===== config.mk =====
export PLATFORM = sky130hd
export DESIGN_NAME = sha256_byte_stream_hash
export DESIGN_NICKNAME = d
export VERILOG_FILES = /design/src/rtl/shabs_pkg.sv /design/src/rtl/shabs_ram.sv /design/src/rtl/sha256_byte_stream_hash.sv
export SDC_FILE = /design/constraint.sdc
export NUM_CORES = 2
export LEC_CHECK = 0
export BUFFER_PORTS_ARGS = -buffer_cell sky130_fd_sc_hd__buf_2
export CORE_MARGIN = 4
export CORE_UTILIZATION = 41
export DETAILED_ROUTE_END_ITERATION = 10
export HOLD_SLACK_MARGIN = 0.1
export PLACE_DENSITY = 0.56
export SYNTH_ARGS = -nofsm -noshare
export SYNTH_HDL_FRONTEND = slang
export SYNTH_SLANG_ARGS = --single-unit
export TNS_END_PERCENT = 30

===== constraint.sdc =====
create_clock -name clk -period 84.8 [get_ports clk]
set_clock_uncertainty 0.1 [all_clocks]
set_input_delay 8.48 -clock clk [delete_from_list [all_inputs] [get_ports clk]]
set_output_delay 8.48 -clock clk [all_outputs]
set_load 0.01 [all_outputs]

===== src/rtl/shabs_pkg.sv =====
package shabs_pkg;

  typedef logic [31:0] word_t;

  // Sequencer states
  typedef enum logic [2:0] {
    ST_IDLE,
    ST_PAD,
    ST_LOAD,
    ST_ROUND,
    ST_FOLD,
    ST_OUT_RD,
    ST_OUT_LOAD,
    ST_OUT_HOLD
  } state_t;

  // What follows a compression
  typedef enum logic [1:0] {
    JOB_IDLE,
    JOB_PAD,
    JOB_OUT
  } job_t;

  localparam int BlockWords = 16;
  localparam int HashWords  = 8;
  localparam int RoundCount = 64;

  localparam logic [7:0] PadByte   = 8'h80;
  localparam logic [3:0] LenHiWord = 4'd14;
  localparam logic [3:0] LenLoWord = 4'd15;
  localparam logic [3:0] LastWord  = 4'd15;
  localparam logic [5:0] LastRound = 6'd63;
  localparam logic [5:0] LoadDone  = 6'd16;
  localparam logic [5:0] FoldDone  = 6'd8;
  localparam logic [5:0] LastByte  = 6'd63;
  localparam logic [2:0] LastIndex = 3'd7;

  function automatic word_t rotr(input word_t x, input int s);
    rotr = (x >> s) | (x << (32 - s));
  endfunction

  function automatic word_t big_sigma0(input word_t x);
    big_sigma0 = rotr(x, 2) ^ rotr(x, 13) ^ rotr(x, 22);
  endfunction

  function automatic word_t big_sigma1(input word_t x);
    big_sigma1 = rotr(x, 6) ^ rotr(x, 11) ^ rotr(x, 25);
  endfunction

  function automatic word_t small_sigma0(input word_t x);
    small_sigma0 = rotr(x, 7) ^ rotr(x, 18) ^ (x >> 3);
  endfunction

  function automatic word_t small_sigma1(input word_t x);
    small_sigma1 = rotr(x, 17) ^ rotr(x, 19) ^ (x >> 10);
  endfunction

  // Initial chaining value
  function automatic word_t init_hash(input logic [2:0] idx);
    case (idx)
      3'd0:    init_hash = 32'h6a09e667;
      3'd1:    init_hash = 32'hbb67ae85;
      3'd2:    init_hash = 32'h3c6ef372;
      3'd3:    init_hash = 32'ha54ff53a;
      3'd4:    init_hash = 32'h510e527f;
      3'd5:    init_hash = 32'h9b05688c;
      3'd6:    init_hash = 32'h1f83d9ab;
      default: init_hash = 32'h5be0cd19;
    endcase
  endfunction

  // Round constants
  function automatic word_t round_k(input logic [5:0] t);
    case (t)
      6'd0:  round_k = 32'h428a2f98;  6'd1:  round_k = 32'h71374491;
      6'd2:  round_k = 32'hb5c0fbcf;  6'd3:  round_k = 32'he9b5dba5;
      6'd4:  round_k = 32'h3956c25b;  6'd5:  round_k = 32'h59f111f1;
      6'd6:  round_k = 32'h923f82a4;  6'd7:  round_k = 32'hab1c5ed5;
      6'd8:  round_k = 32'hd807aa98;  6'd9:  round_k = 32'h12835b01;
      6'd10: round_k = 32'h243185be;  6'd11: round_k = 32'h550c7dc3;
      6'd12: round_k = 32'h72be5d74;  6'd13: round_k = 32'h80deb1fe;
      6'd14: round_k = 32'h9bdc06a7;  6'd15: round_k = 32'hc19bf174;
      6'd16: round_k = 32'he49b69c1;  6'd17: round_k = 32'hefbe4786;
      6'd18: round_k = 32'h0fc19dc6;  6'd19: round_k = 32'h240ca1cc;
      6'd20: round_k = 32'h2de92c6f;  6'd21: round_k = 32'h4a7484aa;
      6'd22: round_k = 32'h5cb0a9dc;  6'd23: round_k = 32'h76f988da;
      6'd24: round_k = 32'h983e5152;  6'd25: round_k = 32'ha831c66d;
      6'd26: round_k = 32'hb00327c8;  6'd27: round_k = 32'hbf597fc7;
      6'd28: round_k = 32'hc6e00bf3;  6'd29: round_k = 32'hd5a79147;
      6'd30: round_k = 32'h06ca6351;  6'd31: round_k = 32'h14292967;
      6'd32: round_k = 32'h27b70a85;  6'd33: round_k = 32'h2e1b2138;
      6'd34: round_k = 32'h4d2c6dfc;  6'd35: round_k = 32'h53380d13;
      6'd36: round_k = 32'h650a7354;  6'd37: round_k = 32'h766a0abb;
      6'd38: round_k = 32'h81c2c92e;  6'd39: round_k = 32'h92722c85;
      6'd40: round_k = 32'ha2bfe8a1;  6'd41: round_k = 32'ha81a664b;
      6'd42: round_k = 32'hc24b8b70;  6'd43: round_k = 32'hc76c51a3;
      6'd44: round_k = 32'hd192e819;  6'd45: round_k = 32'hd6990624;
      6'd46: round_k = 32'hf40e3585;  6'd47: round_k = 32'h106aa070;
      6'd48: round_k = 32'h19a4c116;  6'd49: round_k = 32'h1e376c08;
      6'd50: round_k = 32'h2748774c;  6'd51: round_k = 32'h34b0bcb5;
      6'd52: round_k = 32'h391c0cb3;  6'd53: round_k = 32'h4ed8aa4a;
      6'd54: round_k = 32'h5b9cca4f;  6'd55: round_k = 32'h682e6ff3;
      6'd56: round_k = 32'h748f82ee;  6'd57: round_k = 32'h78a5636f;
      6'd58: round_k = 32'h84c87814;  6'd59: round_k = 32'h8cc70208;
      6'd60: round_k = 32'h90befffa;  6'd61: round_k = 32'ha4506ceb;
      6'd62: round_k = 32'hbef9a3f7;
      default: round_k = 32'hc67178f2;
    endcase
  endfunction

endpackage


===== src/rtl/shabs_ram.sv =====
module shabs_ram #(
  parameter int Width = 32,
  parameter int Depth = 16,
  localparam int AddrW = (Depth > 1) ? $clog2(Depth) : 1
) (
  input  logic             clk,
  input  logic             we,
  input  logic [AddrW-1:0] waddr,
  input  logic [Width-1:0] wdata,
  input  logic             re,
  input  logic [AddrW-1:0] raddr,
  output logic [Width-1:0] rdata
);

  logic [Width-1:0] mem [Depth];

  // Write port
  always_ff @(posedge clk) begin
    if (we) begin
      mem[waddr] <= wdata;
    end
  end

  // Registered read port, holds when idle
  always_ff @(posedge clk) begin
    if (re) begin
      rdata <= mem[raddr];
    end
  end

endmodule


===== src/rtl/sha256_byte_stream_hash.sv =====
// Channel  Direction  Handshake          Payload
// in_      input      in_valid/in_stall  in_data_byte, in_has_byte, in_end_of_message
// out_     output     out_valid/out_stall out_digest_word, out_word_index, out_last_word
//
// A byte transaction is accepted only while idle; the 64th byte of a block adds one compression.
// A compression loads schedule and chaining value from the two RAMs, runs 64 rounds,
// then folds the result back into the chaining RAM.
// End of message: 1 to 16 padding writes per padded block, one or two compressions,
// then each digest word is read, loaded and held until out_stall is low. in_stall is high whenever busy.
// Reset (rst_n low, synchronous) restores the initial hash; no clearing pass.
module sha256_byte_stream_hash (
  input  logic        clk,
  input  logic        rst_n,
  input  logic        in_valid,
  output logic        in_stall,
  input  logic [7:0]  in_data_byte,
  input  logic        in_has_byte,
  input  logic        in_end_of_message,
  output logic        out_valid,
  input  logic        out_stall,
  output logic [31:0] out_digest_word,
  output logic [2:0]  out_word_index,
  output logic        out_last_word
);
  import shabs_pkg::*;

  // Control state
  state_t      state_r, state_nxt;
  job_t        job_r, job_nxt;
  logic [5:0]  cnt_r, cnt_nxt;
  logic [5:0]  fill_r, fill_nxt;
  logic [63:0] bitlen_r, bitlen_nxt;
  logic [7:0]  hv_r, hv_nxt;
  logic        out_valid_r, out_valid_nxt;
  logic [2:0]  out_idx_r, out_idx_nxt;
  logic [3:0]  pad_idx_r, pad_idx_nxt;
  logic        pad_first_r, pad_first_nxt;
  logic        len_blk_r, len_blk_nxt;
  logic        rd_init_r;

  // Datapath
  word_t       acc_r, acc_nxt;
  word_t       v_r [HashWords];
  word_t       v_nxt [HashWords];
  word_t       w_r [BlockWords];
  word_t       w_nxt [BlockWords];
  word_t       out_word_r, out_word_nxt;
  logic [2:0]  rd_addr_r;

  // RAM ports
  logic        blk_we, blk_re;
  logic [3:0]  blk_waddr, blk_raddr;
  word_t       blk_wdata, blk_rdata;
  logic        hash_we, hash_re;
  logic [2:0]  hash_waddr, hash_raddr;
  word_t       hash_wdata, hash_rdata, hash_eff;

  // Round and merge terms
  word_t       t1, t2, w_new, merged, base;
  logic [7:0]  byte_sel;
  logic [4:0]  byte_sh;
  logic        accept;
  logic [2:0]  fold_addr;

  shabs_ram #(.Width(32), .Depth(BlockWords)) u_blk_ram (
    .clk   (clk),
    .we    (blk_we),
    .waddr (blk_waddr),
    .wdata (blk_wdata),
    .re    (blk_re),
    .raddr (blk_raddr),
    .rdata (blk_rdata)
  );

  shabs_ram #(.Width(32), .Depth(HashWords)) u_hash_ram (
    .clk   (clk),
    .we    (hash_we),
    .waddr (hash_waddr),
    .wdata (hash_wdata),
    .re    (hash_re),
    .raddr (hash_raddr),
    .rdata (hash_rdata)
  );

  // Entries not written since reset read as the initial hash
  assign hash_eff = rd_init_r ? init_hash(rd_addr_r) : hash_rdata;

  assign accept    = in_valid && (state_r == ST_IDLE);
  assign fold_addr = 3'(cnt_r - 6'd1);

  // Place a byte into the word under assembly
  assign byte_sel = (state_r == ST_IDLE) ? in_data_byte : PadByte;
  assign byte_sh  = {~fill_r[1:0], 3'b000};
  assign base     = (fill_r[1:0] == 2'd0) ? '0 : acc_r;
  assign merged   = base | (word_t'(byte_sel) << byte_sh);

  // One compression round and one schedule step
  assign t1 = v_r[7] + big_sigma1(v_r[4]) + ((v_r[4] & v_r[5]) ^ (~v_r[4] & v_r[6]))
            + round_k(cnt_r) + w_r[0];
  assign t2 = big_sigma0(v_r[0])
            + ((v_r[0] & v_r[1]) ^ (v_r[0] & v_r[2]) ^ (v_r[1] & v_r[2]));
  assign w_new = small_sigma1(w_r[14]) + w_r[9] + small_sigma0(w_r[1]) + w_r[0];

  // Next state, RAM controls and datapath updates
  always_comb begin
    state_nxt     = state_r;
    job_nxt       = job_r;
    cnt_nxt       = cnt_r;
    fill_nxt      = fill_r;
    bitlen_nxt    = bitlen_r;
    hv_nxt        = hv_r;
    out_valid_nxt = out_valid_r;
    out_idx_nxt   = out_idx_r;
    pad_idx_nxt   = pad_idx_r;
    pad_first_nxt = pad_first_r;
    len_blk_nxt   = len_blk_r;
    acc_nxt       = acc_r;
    out_word_nxt  = out_word_r;
    v_nxt         = v_r;
    w_nxt         = w_r;
    blk_we        = 1'b0;
    blk_waddr     = fill_r[5:2];
    blk_wdata     = merged;
    blk_re        = 1'b0;
    blk_raddr     = cnt_r[3:0];
    hash_we       = 1'b0;
    hash_waddr    = fold_addr;
    hash_wdata    = hash_eff + v_r[0];
    hash_re       = 1'b0;
    hash_raddr    = cnt_r[2:0];

    case (state_r)
      ST_IDLE: begin
        if (accept) begin
          // Store the byte and count it
          if (in_has_byte) begin
            blk_we     = 1'b1;
            acc_nxt    = merged;
            fill_nxt   = fill_r + 6'd1;
            bitlen_nxt = bitlen_r + 64'd8;
          end
          pad_idx_nxt   = fill_nxt[5:2];
          pad_first_nxt = 1'b1;
          len_blk_nxt   = (fill_nxt[5:2] < LenHiWord);
          if (in_has_byte && fill_r == LastByte) begin
            state_nxt = ST_LOAD;
            cnt_nxt   = '0;
            job_nxt   = in_end_of_message ? JOB_PAD : JOB_IDLE;
          end else if (in_end_of_message) begin
            state_nxt = ST_PAD;
          end
        end
      end

      ST_PAD: begin
        // Write one padding word per cycle
        blk_we        = 1'b1;
        blk_waddr     = pad_idx_r;
        pad_first_nxt = 1'b0;
        if (pad_first_r) begin
          blk_wdata = merged;
        end else if (len_blk_r && pad_idx_r == LenHiWord) begin
          blk_wdata = bitlen_r[63:32];
        end else if (len_blk_r && pad_idx_r == LenLoWord) begin
          blk_wdata = bitlen_r[31:0];
        end else begin
          blk_wdata = '0;
        end
        if (pad_idx_r == LastWord) begin
          state_nxt = ST_LOAD;
          cnt_nxt   = '0;
          job_nxt   = len_blk_r ? JOB_OUT : JOB_PAD;
        end else begin
          pad_idx_nxt = pad_idx_r + 4'd1;
        end
      end

      ST_LOAD: begin
        // Stream block words and chaining value into the working registers
        blk_re  = (cnt_r < LoadDone);
        hash_re = (cnt_r < 6'(HashWords));
        if (cnt_r != '0) begin
          for (int i = 0; i < BlockWords - 1; i++) begin
            w_nxt[i] = w_r[i+1];
          end
          w_nxt[BlockWords-1] = blk_rdata;
        end
        if (cnt_r != '0 && cnt_r <= 6'(HashWords)) begin
          for (int i = 0; i < HashWords - 1; i++) begin
            v_nxt[i] = v_r[i+1];
          end
          v_nxt[HashWords-1] = hash_eff;
        end
        if (cnt_r == LoadDone) begin
          state_nxt = ST_ROUND;
          cnt_nxt   = '0;
        end else begin
          cnt_nxt = cnt_r + 6'd1;
        end
      end

      ST_ROUND: begin
        // Advance the working variables and the schedule
        v_nxt[0] = t1 + t2;
        v_nxt[1] = v_r[0];
        v_nxt[2] = v_r[1];
        v_nxt[3] = v_r[2];
        v_nxt[4] = v_r[3] + t1;
        v_nxt[5] = v_r[4];
        v_nxt[6] = v_r[5];
        v_nxt[7] = v_r[6];
        for (int i = 0; i < BlockWords - 1; i++) begin
          w_nxt[i] = w_r[i+1];
        end
        w_nxt[BlockWords-1] = w_new;
        if (cnt_r == LastRound) begin
          state_nxt = ST_FOLD;
          cnt_nxt   = '0;
        end else begin
          cnt_nxt = cnt_r + 6'd1;
        end
      end

      ST_FOLD: begin
        // Read-add-write each chaining word, rotating the working set
        hash_re = (cnt_r < 6'(HashWords));
        if (cnt_r != '0) begin
          hash_we           = 1'b1;
          hv_nxt[fold_addr] = 1'b1;
          for (int i = 0; i < HashWords - 1; i++) begin
            v_nxt[i] = v_r[i+1];
          end
          v_nxt[HashWords-1] = v_r[0];
        end
        if (cnt_r == FoldDone) begin
          cnt_nxt = '0;
          case (job_r)
            JOB_PAD: begin
              // Keep pad_first: still set when the end came with a full block
              state_nxt   = ST_PAD;
              pad_idx_nxt = '0;
              len_blk_nxt = 1'b1;
            end
            JOB_OUT: begin
              state_nxt   = ST_OUT_RD;
              out_idx_nxt = '0;
              fill_nxt    = '0;
              bitlen_nxt  = '0;
            end
            default: begin
              state_nxt = ST_IDLE;
            end
          endcase
        end else begin
          cnt_nxt = cnt_r + 6'd1;
        end
      end

      ST_OUT_RD: begin
        hash_re    = 1'b1;
        hash_raddr = out_idx_r;
        state_nxt  = ST_OUT_LOAD;
      end

      ST_OUT_LOAD: begin
        out_word_nxt  = hash_eff;
        out_valid_nxt = 1'b1;
        state_nxt     = ST_OUT_HOLD;
      end

      ST_OUT_HOLD: begin
        // Hold the word until taken; after the last, drop back to the initial hash
        if (!out_stall) begin
          out_valid_nxt = 1'b0;
          if (out_idx_r == LastIndex) begin
            hv_nxt    = '0;
            state_nxt = ST_IDLE;
          end else begin
            out_idx_nxt = out_idx_r + 3'd1;
            state_nxt   = ST_OUT_RD;
          end
        end
      end

      default: begin
        state_nxt = ST_IDLE;
      end
    endcase
  end

  // Control registers
  always_ff @(posedge clk) begin
    if (!rst_n) begin
      state_r     <= ST_IDLE;
      job_r       <= JOB_IDLE;
      cnt_r       <= '0;
      fill_r      <= '0;
      bitlen_r    <= '0;
      hv_r        <= '0;
      out_valid_r <= 1'b0;
      out_idx_r   <= '0;
      pad_idx_r   <= '0;
      pad_first_r <= 1'b0;
      len_blk_r   <= 1'b0;
      rd_init_r   <= 1'b1;
    end else begin
      state_r     <= state_nxt;
      job_r       <= job_nxt;
      cnt_r       <= cnt_nxt;
      fill_r      <= fill_nxt;
      bitlen_r    <= bitlen_nxt;
      hv_r        <= hv_nxt;
      out_valid_r <= out_valid_nxt;
      out_idx_r   <= out_idx_nxt;
      pad_idx_r   <= pad_idx_nxt;
      pad_first_r <= pad_first_nxt;
      len_blk_r   <= len_blk_nxt;
      if (hash_re) begin
        rd_init_r <= !hv_r[hash_raddr];
      end
    end
  end

  // Datapath registers
  always_ff @(posedge clk) begin
    acc_r      <= acc_nxt;
    out_word_r <= out_word_nxt;
    v_r        <= v_nxt;
    w_r        <= w_nxt;
    if (hash_re) begin
      rd_addr_r <= hash_raddr;
    end
  end

  assign in_stall        = (state_r != ST_IDLE);
  assign out_valid       = out_valid_r;
  assign out_digest_word = out_word_r;
  assign out_word_index  = out_idx_r;
  assign out_last_word   = (out_idx_r == LastIndex);

endmodule


; ---- Word-level counts from Yosys, hierarchy flattened
; Memories as Yosys holds them, arrays and structs flattened. A register that Yosys moved wholly into a read port is not among the register bits.
; Cells that the tools add are included.
[classes]
add_sub_neg = 17
magnitude_cmp = 7
eq_ne = 39
n_shift = 1
n_mux = 90
bitwise_logic = 30
reduce_logical = 35
[op_table]
columns = op, n
row1 = $pmux W512 S2, 1
row2 = $pmux W256 S3, 1
row3 = $mux W256, 2
row4 = $mux W512, 1
row5 = $add A32 B32 Y32, 11
row6 = $xor A32 B32 Y32, 9
row7 = $mux W64, 4
row8 = $pmux W32 S7, 1
row9 = $mux W32, 6
row10 = $and A32 B32 Y32, 5
row11 = $pmux W64 S2, 1
row12 = $mux W6, 14
row13 = $add A64 B4 Y64 const B, 1
row14 = $mux W3, 14
row15 = $mux W8, 4
row16 = $not A32 Y32, 1
row17 = $or A10 B32 Y32, 1
row18 = $or A13 B32 Y32, 1
row19 = $or A14 B32 Y32, 1
row20 = $or A15 B32 Y32, 1
row21 = $or A19 B32 Y32, 1
row22 = $or A21 B32 Y32, 1
row23 = $or A25 B32 Y32, 1
row24 = $or A26 B32 Y32, 1
row25 = 57 further kinds, 135
[word_totals]
reg_bits = 935
ram_bits = 768
rom_bits = 2048
input_bits = 14
output_inout_bits = 38
mem_count = 3
[mem_list]
columns = name, words, word_bits, read_ports, rd_ports_with_merged_regs, wr, line
row1 = (no name shown), 64, 32, 1, 1, 0, shabs_pkg.sv:74  ; case (t)
row2 = u_blk_ram.mem, 16, 32, 1, 1, 1, shabs_ram.sv:15  ; logic [Width-1:0] mem [Depth];
row3 = u_hash_ram.mem, 8, 32, 1, 1, 1, shabs_ram.sv:15

; ---- Depth between registers and ports, before layout
[depth]
word_depth = 9
mapped_depth = 34
depth_no_buf = 33

; ---- By module
; A second synthesis with hierarchy kept.
[hier_totals]
cells_unflattened = 6216
area_unflattened_um2 = 84816.3
[modules_own_cells]
columns = mod, n_inst, cells_each, area_each_um2, seq_area_each_um2
row1 = sha256_byte_stream_hash, 1, 4963, 53874.2, 27656.5
row2 = shabs_ram (u_blk_ram), 1, 838, 20155.6, 16335.7
row3 = shabs_ram (u_hash_ram), 1, 415, 10786.6, 8648.3

; ---- Least setup slack after synthesis
; OpenSTA, ideal clock, no wires.
[synth_timing]
kind = register to register
start = register state_r[0]
end = register v_r[0] in the netlist's numbering (enable)
arrival_ns = 40.571
required_time_ns = 82.471
setup_slack_ns = 41.900
path_stages_with_launch = 7
synth_period_minus_slack_ns = 42.900
cell_sequence = dfxtp_1 -> inv_1 -> ha_1 -> nand2_1 -> clkbuf_1 -> nor4_1 -> a2111oi_0
[synth_between]
elab_chain_len = 3
[synth_rtl]
columns = element, line
row1 = start: declaration, sha256_byte_stream_hash.sv:28  ; state_t state_r, state_nxt;
row2 = start signal: assignment, sha256_byte_stream_hash.sv:307  ; state_r <= state_nxt;
row3 = $eq A3 B2 Y1 or $eq A3 B3 Y1 (tied branches), sha256_byte_stream_hash.sv:132  ; case (state_r)
row4 = $ne A2 B2 Y1 (no source line) or $reduce_bool A3 Y1 (tied branches), n/a
row5 = $reduce_and A3 Y1 (no source line) *, n/a
row6 = end signal: assignment, sha256_byte_stream_hash.sv:328  ; v_r <= v_nxt;
row7 = end: declaration, sha256_byte_stream_hash.sv:43  ; word_t v_r [HashWords];
; Every way passes the cells marked *; elsewhere a longest branch is shown, timed or not.
; A chain may end at the register's enable or synchronous reset.

==> results summary <==
The height of the die is 464 µm. The headroom to the max-slew limit is 0.216. After detailed routing, the total wire length is 243 mm. The fraction of layout cells with a size suffix above 1 came out at 0.111. The slew of the pin with the lowest slew margin came out at 1.17 ns.

TritonCTS built the clock tree. The number of sinks driven by the clock tree came out at 1796. The xor-xnor portion of the synthesized cell area came out at 0.0454. Tracing the worst setup path back leads to its startpoint at in_has_byte. The largest stage delay on the critical path is 0.82 ns. The time the final worst path needs with I/O delays and setup came out at 12.39 ns.

The cell area after technology mapping came out at 85400 µm². Once detailed placement completed, the half-perimeter wirelength came to 161 mm. A synthesized cell averages 13.0 µm². Counting flops and latches in the post-synthesis netlist gives 1796. Clock-pin slew was measured on the worst setup and hold paths at 0.07 ns. After filler insertion, the fill cell instance count of the layout stands at 18620. The finished cells cover 95200 µm². The floorplan has 167 rows.

The number of H-tree branching levels came out at 4. The min-delay analysis places its worst path in the category reg2reg. The critical path arrival is 12.97 ns. The flow ran to the end, and the final reports show no timing, DRC or antenna violations. The peak fanout along the critical path is 16. The DRC violation count after routing is 0. In this run the remaining antenna-violating nets after routing total 0. After synthesis, the largest family of logic cells by area is simple AND/OR/NAND/NOR gates.

In this run the critical register-to-register path is launched from v_r[123]. The boundary pin count is 52. The worst register-to-register path ends at v_r[255]. STA classifies the critical path startpoint as an input port. The via total after detailed routing is 52832.

The area taken by flip-flops and latches is 52700 µm². Timing would allow up to 80.7 MHz. The area of the multi-input gates came out at 30000 µm². The initial antenna violation count came to 6. The post-route setup TNS came out at 0 ns. Among all stages on the critical path, the largest delay is contributed by sky130_fd_sc_hd__ha_1. The placeable core area came out at 207000 µm². The last weighted congestion value of the routability-driven placer came out at 0.895. The worst setup slack for register-to-register paths came out at 75.59 ns. In the routed layout, each cell is associated on average with a via count of 5.52. The synthesized-area fraction occupied by ao, oa, aoi and oai cells is 0.0845. The net total in the final layout is 6996.

The share of cell area taken by muxes after synthesis is 0.0524. The hold violation total from the final report came out at 0. The final-report max-slew violation count came out at 0. The fraction of the cycle the final worst path needs came out at 0.146.

The arithmetic-cell share of the synthesized area counting full adders, half adders and majority gates is 0.0717. The post-synthesis net count came out at 6977. The effective utilization at floorplan came out at 0.412. The clock root buffer is sky130_fd_sc_hd__clkbuf_16. Leaving out fill and tap cells, the most frequent cell in the layout is sky130_fd_sc_hd__edfxtp_1.

In this run the cell area measured after placement is 88900 µm². Entering global routing, the biggest net connects 180 pins. Once the clock tree was built, the resizer swapped 0 gates to a different size.

In the layout the commonest cells are sky130_fd_sc_hd__edfxtp_1 (1667), sky130_fd_sc_hd__nand2_1 (1003), sky130_fd_sc_hd__inv_1 (447), sky130_fd_sc_hd__o21ai_0 (302), sky130_fd_sc_hd__nand3_1 (256). The final setup violation count came out at 0. Signal routing reaches up to met5. In this run, post-CTS hold repair placed 0 buffers. For this run, the leading register cell type out of synthesis is sky130_fd_sc_hd__edfxtp_1. Relative to the synthesized area, the layout overhead comes to 11.6%. The total iterations of the first detailed-routing run came out at 6. The logic depth of the worst register-to-register path came out at 31. The utilization after layout is 0.460. The number of buffers added by the clock tree synthesis step is 192. The share of the yosys chip area belonging to registers came out at 0.617. The met3 wire length is 15.5 mm. The routed metal-1 wire length is 112 mm. The routed wirelength normalized by instance count is 25.4 µm. STA classifies the critical path endpoint as a flip-flop. Of the total synthesized cell area, the portion taken by AND, OR, NAND and NOR gates is 0.0939. The setup path with the least slack is of type in2reg.

The first routing iteration left 5617 violations. Yosys mapped a number of flops with a built-in enable equal to 1667. The number of synthesis warnings came out at 0. The width of the die came out at 464 µm. The required arrival time at the worst endpoint came out at 85.38 ns. The number of setup buffers added after CTS came out at 0. Counting tap cells, the placed design contains a total of 9201 instances. The maximum root-to-sink buffer count came out at 3. The die covers 216000 µm².

In the synthesized netlist, the number of instances is 6588. Synthesis instantiated 96 different standard cells from the library. The post-synthesis async set-or-reset flop share came out at 0. The number of max-cap violations is 0. Among the stages of the critical path, the cell type that occurs most often is sky130_fd_sc_hd__nand2_1.

The final cell count without fillers is 9563. The global-route congestion overflow total came out at 0. The clock insertion delay at the later pin of the skew report is 0.87 ns.

The critical path goes through buf_2 -> nand4_2 -> nor3_2 -> o311a_1 -> mux2i_2 -> nand2_1 -> buf_4 -> inv_2 -> ha_1 -> inv_1 -> nand2_1 -> a21oi_1 -> o21bai_1 -> nand3_1. In this run the tool buffered the top-level ports with 51 buffer cells. The total global routing track utilization is 0.221. Setup repair after global routing left no endpoint under its margin.

The via count of the first global-routing pass is 51357. The met2 wire length is 109 mm. The first-pass GRT wire length came out at 355 mm.
==> routing by layer <==
metal,vias up,track usage
li1,23839,-
met1,26807,0.337
met2,1863,0.336
met3,321,0.0305
met4,2,0.0544
met5,-,0
==> worst max-delay path, delay by kind of cell <==
family	cells	cell delay [ns]
AO/OA/AOI/OAI	3	0.86
buffers and inverters	4	1.05
AND/OR/NAND/NOR	5	1.21
adder cells (fa/ha/maj)	1	0.82
multiplexers	1	0.50
==> worst min-delay path by stage <==
stage / startpoint / endpoint / slack, ns / cells past startpoint
6_report: w_r[116] / w_r[148] / 0.30 / 0
5_1_grt: w_r[364] / w_r[396] / 0.31 / 0
4_1_cts: w_r[116] / w_r[148] / 0.30 / 0
3_5_place_dp: w_r[75] / w_r[107] / 0.30 / 0
3_3_place_gp: w_r[14] / w_r[46] / 0.30 / 0
2_1_floorplan: w_r[68] / w_r[100] / 0.30 / 0
==> cell type report <==
class,count,area share
flip-flops and latches,1796,0.553
multi-input cells,4001,0.315
diodes,3,0.0000788
clock inverters,129,0.0133
repair buffers,160,0.0115
inverters,456,0.0180
clock buffers,230,0.0528
well taps,2788,0.0366
==> cell families after synthesis <==
family,Yosys count
simple gates,1831
compound gates,1110
mux,240
buf+inv,791
xor+xnor,443
fa+ha+maj,377
flops,1796
==> cell usage after synthesis (all sizes together) (33+ instances only) <==
library cell	n	area share
a21oi	214	0.013
and3	38	0.0028
fa	188	0.044
xnor2	238	0.024
ha	187	0.027
nor2	280	0.013
nor2b	35	0.0026
nand2	1004	0.044
a22o	59	0.0061
o21a	33	0.0029
buf	67	0.0037
o21ai	341	0.020
clkbuf	268	0.012
a211oi	49	0.0044
xor2	205	0.021
inv	455	0.020
nor3	61	0.0040
edfxtp	1667	0.59
a21o	120	0.011
mux4	160	0.042
nand2b	48	0.0035
dfxtp	129	0.030
mux2	50	0.0066
nand3	258	0.015
a31oi	49	0.0036
==> per-stage QoR <==
step	setup WS, ns	hold WS, ns
floorplan	41.90	0.300
global placement	71.61	0.300
detailed placement	71.59	0.305
CTS	72.49	0.296
global route	72.28	0.306
finish	72.41	0.296
==> flip-flops by register name, summed over array words and instances (netlist names), 3 cells and up, named ones only <==
signal,flops
cnt_r,6
v_r,256
u_hash_ram.mem,256
out_digest_word,32
fill_r,6
state_r,3
pad_idx_r,4
u_blk_ram.mem,512
bitlen_r,61
u_blk_ram.rdata,32
hv_r,8
w_r,512
acc_r,32
rd_addr_r,3
u_hash_ram.rdata,32
out_word_index,3
Power is left out: the tool's default activity adds up to more than one toggle a clock period on the data nets, which glitch-free logic cannot reach.
